===== src/rtl/core/fixed_unit_pool_allocator_assert.svh =====
// ============================================================================
// Assertion macros for the fixed unit pool allocator
// Shorthand for clocked properties sampled on clk with rst_n as disable.
// ============================================================================
`ifndef FIXED_UNIT_POOL_ALLOCATOR_ASSERT_SVH
`define FIXED_UNIT_POOL_ALLOCATOR_ASSERT_SVH

// Same-cycle implication
`define FUPA_ASSERT_NOW(label, ante, cons, msg) \
    label: assert property (@(posedge clk) disable iff (!rst_n) (ante) |-> (cons)) \
        else $error(msg);

// Next-cycle implication
`define FUPA_ASSERT_NEXT(label, ante, cons, msg) \
    label: assert property (@(posedge clk) disable iff (!rst_n) (ante) |=> (cons)) \
        else $error(msg);

`endif


===== src/rtl/core/fupa_pkg.sv =====
// ============================================================================
// Fixed unit pool allocator package
// Shared widths, codes and the controller/datapath command and status types.
// ============================================================================
package fupa_pkg;

    localparam int MAX_BLOCKS_DEF = 8;
    localparam int MAX_UNITS_DEF  = 256;

    localparam int CFG_W     = 9;
    localparam int CFG_IDX_W = 1;
    localparam int SLOT_W    = 3;
    localparam int UNIT_W    = 8;
    localparam int STATUS_W  = 3;

    localparam logic [CFG_IDX_W-1:0] CFG_INIT_UNITS = 1'b0;
    localparam logic [CFG_IDX_W-1:0] CFG_GROW_UNITS = 1'b1;

    localparam logic [CFG_W-1:0] INIT_UNITS_RST = 9'd64;
    localparam logic [CFG_W-1:0] GROW_UNITS_RST = 9'd64;

    localparam logic MODE_ALLOC = 1'b0;
    localparam logic MODE_FREE  = 1'b1;

    typedef enum logic [STATUS_W-1:0] {
        ST_ALLOC   = 3'd0,
        ST_FREED   = 3'd1,
        ST_FULL    = 3'd2,
        ST_NOSLOT  = 3'd3,
        ST_IGNORED = 3'd4
    } status_t;

    typedef enum logic [2:0] {
        OP_NONE,
        OP_SETUP,
        OP_SWEEP,
        OP_CREATE,
        OP_READ,
        OP_ALLOC_FIN,
        OP_FREE,
        OP_REJECT
    } dp_op_t;

    typedef struct packed {
        logic   ready;
        dp_op_t op;
        logic   push;
    } cmd_t;

    typedef struct packed {
        logic req_valid;
        logic is_alloc;
        logic pool_empty;
        logic found_space;
        logic grow_zero;
        logic slot_avail;
        logic free_ok;
        logic sweep_last;
        logic out_busy;
    } stat_t;

endpackage


===== src/rtl/core/fupa_ctrl.sv =====
// ============================================================================
// Fixed unit pool allocator controller
// Sequences one request at a time through decide, sweep, create, fetch and emit.
// ============================================================================
module fupa_ctrl (
    input  logic            clk,
    input  logic            rst_n,
    input  fupa_pkg::stat_t stat,
    output fupa_pkg::cmd_t  cmd
);
    import fupa_pkg::*;

    typedef enum logic [2:0] {
        S_IDLE,
        S_DECIDE,
        S_SWEEP,
        S_CREATE,
        S_FETCH,
        S_EMIT
    } state_t;

    state_t state_reg;
    state_t state_next;

    // Decode state and datapath status into the next command
    always_comb
    begin
        state_next = state_reg;
        cmd.ready  = 1'b0;
        cmd.op     = OP_NONE;
        cmd.push   = 1'b0;
        case (state_reg)
            S_IDLE:
            begin
                cmd.ready = 1'b1;
                if (stat.req_valid)
                begin
                    state_next = S_DECIDE;
                end
            end
            S_DECIDE:
            begin
                if (stat.is_alloc)
                begin
                    if (stat.pool_empty)
                    begin
                        cmd.op     = OP_SETUP;
                        state_next = S_SWEEP;
                    end
                    else if (stat.found_space)
                    begin
                        cmd.op     = OP_READ;
                        state_next = S_FETCH;
                    end
                    else if (stat.grow_zero || !stat.slot_avail)
                    begin
                        cmd.op     = OP_REJECT;
                        state_next = S_EMIT;
                    end
                    else
                    begin
                        cmd.op     = OP_SETUP;
                        state_next = S_SWEEP;
                    end
                end
                else
                begin
                    cmd.op     = stat.free_ok ? OP_FREE : OP_REJECT;
                    state_next = S_EMIT;
                end
            end
            S_SWEEP:
            begin
                cmd.op = OP_SWEEP;
                if (stat.sweep_last)
                begin
                    state_next = S_CREATE;
                end
            end
            S_CREATE:
            begin
                cmd.op     = OP_CREATE;
                state_next = S_EMIT;
            end
            S_FETCH:
            begin
                cmd.op     = OP_ALLOC_FIN;
                state_next = S_EMIT;
            end
            S_EMIT:
            begin
                if (!stat.out_busy)
                begin
                    cmd.push   = 1'b1;
                    state_next = S_IDLE;
                end
            end
            default:
            begin
                state_next = S_IDLE;
            end
        endcase
    end

    // Hold state
    always_ff @(posedge clk or negedge rst_n)
    begin
        if (!rst_n)
        begin
            state_reg <= S_IDLE;
        end
        else
        begin
            state_reg <= state_next;
        end
    end

endmodule


===== config.mk =====
export PLATFORM = sky130hd
export DESIGN_NAME = fupa_ctrl
export DESIGN_NICKNAME = d
export VERILOG_FILES = /design/src/rtl/core/fixed_unit_pool_allocator_assert.svh /design/src/rtl/core/fupa_pkg.sv /design/src/rtl/core/fupa_ctrl.sv
export SDC_FILE = /design/constraint.sdc
export NUM_CORES = 1
export LEC_CHECK = 0
export BUFFER_PORTS_ARGS = -buffer_cell sky130_fd_sc_hd__buf_2
export CORE_AREA = 2 2 39 41
export DETAILED_ROUTE_END_ITERATION = 8
export DIE_AREA = 0 0 41 43
export GPL_ROUTABILITY_DRIVEN = 0
export PLACE_DENSITY_LB_ADDON = 0.1
export SETUP_SLACK_MARGIN = 0.1
export SLEW_MARGIN = 20
export SYNTH_ARGS = -nofsm -noshare
export SYNTH_HDL_FRONTEND = slang
export SYNTH_SLANG_ARGS = --single-unit

===== constraint.sdc =====
create_clock -name clk -period 0.9 [get_ports clk]
set_input_delay 0 -clock clk [delete_from_list [all_inputs] [get_ports clk]]
set_output_delay 0 -clock clk [all_outputs]
set_load 0.05 [all_outputs]

After elaboration in Yosys (flattened, before gate mapping):

Index checks and enable logic that the tools add are counted.

* register bits: 3
* output and inout port bits: 5

* eq/ne operators: 8
* multiplexer cells: 17
* reductions and logical operators: 5

Operator list (number)
* 3-bit two-way mux: 11
* 3-bit case mux with 5 select lines: 1
* 3-bit case mux with 4 select lines: 1
* 3-bit by 2-bit equality test with 1-bit output, second input constant: 2
* 3-bit equality test, second input constant: 2
* 2-bit != test, second input constant: 3
* 1-bit two-way mux: 4
* 3-bit by 1-bit equality test with 1-bit output, second input constant: 1
* 3-bit zero test: 1
* 3-bit AND reduction: 1
* 2-bit OR reduction: 1
* 1-bit zero test: 1
* 1-bit logical OR: 1

Longest topological paths before layout:

* depth after elaboration: 7
* depth in mapped cells: 4

Worst setup path before layout:

No wires, ideal clock.

* path kind: register to output
* start: register state_reg[1]
* end: output port cmd[0] (netlist bit)
* buffers on the path: 1
* data arrival time: 2.061 ns
* slack: -1.161 ns
* stages on the path, launching flop included: 3
* path through: dfrtp_1 > buf_2 > nor4bb_1

RTL lines
* start: declaration: line fupa_ctrl.sv:22 `state_t state_reg;`
* start signal: assignment: line fupa_ctrl.sv:114 `state_reg <= state_next;`
* end: declaration: line fupa_ctrl.sv:9 `output fupa_pkg::cmd_t cmd`

==> impl_metrics.env <==
export IMPL_maxSlewHeadroom_pct=81.4
export IMPL_synthFlopType="dfrtp_1"
export IMPL_post_synth_top_count_cell="nor2_1"
export IMPL_grt_overflow_total=0
export IMPL_netlist_area_um2=305
export IMPL_cp_depth=3
export IMPL_track_usage_pct=11.6
export IMPL_synthXorXnorAreaFrac_pct=0
export IMPL_finalCritPeriodShare_pct=143
export IMPL_yosysWarnings=0
export IMPL_drc=0
export IMPL_slowest_delay_ns=0.44
export IMPL_cts_buffers=3
export IMPL_cap_violations=0
export IMPL_grt_max_degree=11
export IMPL_fin_crit_ns=1.29
export IMPL_core_area_um2=1380
export IMPL_drt_vias_per_instance=4.63
export IMPL_syn_area_per_cell_um2=8.03
export IMPL_synth_mux_area_share_pct=0
export IMPL_leakage_nw=0.300
export IMPL_routed_wl_um=939
export IMPL_crit_arrival_ns=1.29
export IMPL_dp_cells=76
export IMPL_antenna_found_initial=0
export IMPL_cts_tree="done"
export IMPL_hold_viol=0
export IMPL_r2r_setup_slack_ns=-0.16
export IMPL_drive_gt1_share_pct=73.5
export IMPL_status="finished, violations left"
export IMPL_synth_async_sr_flop_share_pct=100
export IMPL_clock_sinks=3
export IMPL_synth_edff_count=0
export IMPL_synth_top_family_by_area="simple AND/OR/NAND/NOR gates"
export IMPL_antennaDiodeCount=0
export IMPL_synth_compound_area_share_pct=27.5
export IMPL_firstDrtPassIters=2
export IMPL_critPathTopFamily="flip-flops"
export IMPL_cts_htree_levels=1
export IMPL_rsz0062_at_grt="true"
export IMPL_num_rows=14
export IMPL_drv_slew=0
export IMPL_clk_pin_slew_ns=0.04
export IMPL_yosys_area_top_type="dfrtp_1"
export IMPL_nets=80
export IMPL_largest_reg_flops=3
export IMPL_syn_inst=38
export IMPL_setup_slack_ns=-0.385
export IMPL_initial_core_util_pct=22.1
export IMPL_required_ns=0.90
export IMPL_wl_per_cell_um=11.2
export IMPL_synthSimpleGateAreaFrac_pct=41.8
export IMPL_antenna_left=0
export IMPL_hpwl_um=669
export IMPL_yosysUniqueCellTypes=22
export IMPL_synthTopCellsByArea="dfrtp_1, o311ai_4, nand2b_1, nor2_1, buf_2"
export IMPL_setup_viol=8
export IMPL_ir_drop_mv=2.44
export IMPL_power_density_nw_per_um2=3890
export IMPL_tightest_slew_ns=0.277
export IMPL_ys_seq_area_share_pct=24.6
export IMPL_r2r_start="state_reg[2]"
export IMPL_cp_end_kind="output pin"
export IMPL_port_buffers=15
export IMPL_fill_cells=136
export IMPL_clock_latency_ns=0.23
export IMPL_fin_worst_skew_ns=0.00232
export IMPL_finalSetupTns_ns=-2.04
export IMPL_cp_start_kind="flip-flop"
export IMPL_syn_nets=49
export IMPL_synth_commonest_cells="nor2_1, nand2b_1, buf_2, dfrtp_1, nand2_1"
export IMPL_hold_class="input pin to async pin"
export IMPL_cts_root_buf="clkbuf_4"
export IMPL_regToRegEndpoint="state_reg[0]"
export IMPL_critPathSlowestCell="dfrtp_2"
export IMPL_max_freq_mhz=778
export IMPL_yosysTopAreaCellShare_pct=24.6
export IMPL_crit_fanout=5
export IMPL_path_class="flip-flop to output pin"
export IMPL_yosys_area_share_adder_pct=0
export IMPL_ys_seq_elements=3
export IMPL_via_count=389
export IMPL_drt_iter0_drc=7
export IMPL_grt_pass1_vias=358
export IMPL_die_y_um=43
export IMPL_ios=16
export IMPL_clock_path_buffers=2
export IMPL_die_area_um2=1760
export IMPL_cp_cell_sequence="buf_12 -> nor4bb_4 -> buf_6"
export IMPL_final_cells=84
export IMPL_critPathBufInv=2
export IMPL_r2r_cells=4
export IMPL_violations="setup timing"
export IMPL_area_growth_syn_to_layout_pct=120
export IMPL_die_w_um=41
export IMPL_grt_first_pass_wirelength_mm=1.39
==> layer usage <==
metal	share of wire [%]	vias up	global-route usage [%]
met5	0	-	0
met4	0	0	6.00
met3	5.1	0	3.14
met2	55	12	17.8
met1	40	182	14.1
li1	-	195	-
==> power by group <==
group	total, W	internal (W)	switching (W)	leakage, nW
Combinational	0.00204	0.00100	0.00104	0.252
Sequential	0.000328	0.000209	0.000119	0.0332
Clock	0.000237	0.000166	0.0000704	0.0150
==> repair_timing <==
| action | 4_1_cts | 5_1_grt |
|---|---|---|
| setup buffers | 0 | 3 |
| pin swaps | 1 | 1 |
| hold endpoints to repair | 3 | 0 |
| setup endpoints to repair | 8 | 8 |
| gates resized for setup | 15 | 8 |
| hold buffers | 1 | 0 |
==> kinds of logic after synthesis <==
group	after synthesis
buffers and inverters	4
AOI/OAI and AO/OA	9
DFF	3
and+or+nand+nor	22
==> layout by cell type, fill, tap and decap left out, types with 2 or more instances in the layout <==
cell type | synthesis | layout
dfrtp_2 | 0 | 3
buf_4 | 0 | 8
buf_2 | 3 | 10
clkbuf_4 | 0 | 3
nand2b_1 | 4 | 2
nand2_4 | 0 | 2
nor2_1 | 6 | 4
nand3_1 | 2 | 2
buf_6 | 0 | 8
nand2b_4 | 0 | 2
==> how the worst max path moves through the flow <==
stage | slack [ns] | start | endpoint
floorplan | -0.27 | state_reg[1] | cmd[0]
global placement | -0.24 | state_reg[1] | cmd[0]
detailed placement | -0.24 | state_reg[1] | cmd[0]
CTS | -0.39 | state_reg[1] | cmd[0]
global route | -0.42 | state_reg[1] | cmd[0]
finish | -0.39 | state_reg[1] | cmd[0]
==> per-stage QoR <==
| stage | utilization (%) | total power, W | area (µm²) | setup slack [ns] | hold WS (ns) |
|---|---|---|---|---|---|
| after floorplan | - | 0.00149 | 378 | -0.265 | -0.296 |
| after CTS | 44.0 | 0.00240 | 609 | -0.394 | 0.0854 |
| after detailed placement | 38.3 | 0.00192 | 531 | -0.240 | -0.203 |
| final | 48.5 | 0.00261 | 671 | -0.385 | 0.0895 |
| after global placement | 38.3 | 0.00192 | 531 | -0.243 | -0.203 |
| after global routing | 48.5 | 0.00274 | 671 | -0.421 | 0.114 |
==> cell type report <==
class / count / area [µm²] / area share [%]
clock buffers: 4 / 26.3 / 3.92
inverters: 1 / 3.75 / 0.560
multi-input cells: 31 / 307 / 45.7
flip-flops and latches: 3 / 78.8 / 11.8
well taps: 16 / 20.0 / 2.99
repair buffers: 29 / 235 / 35.1
(Power assumes the default switching activity.)
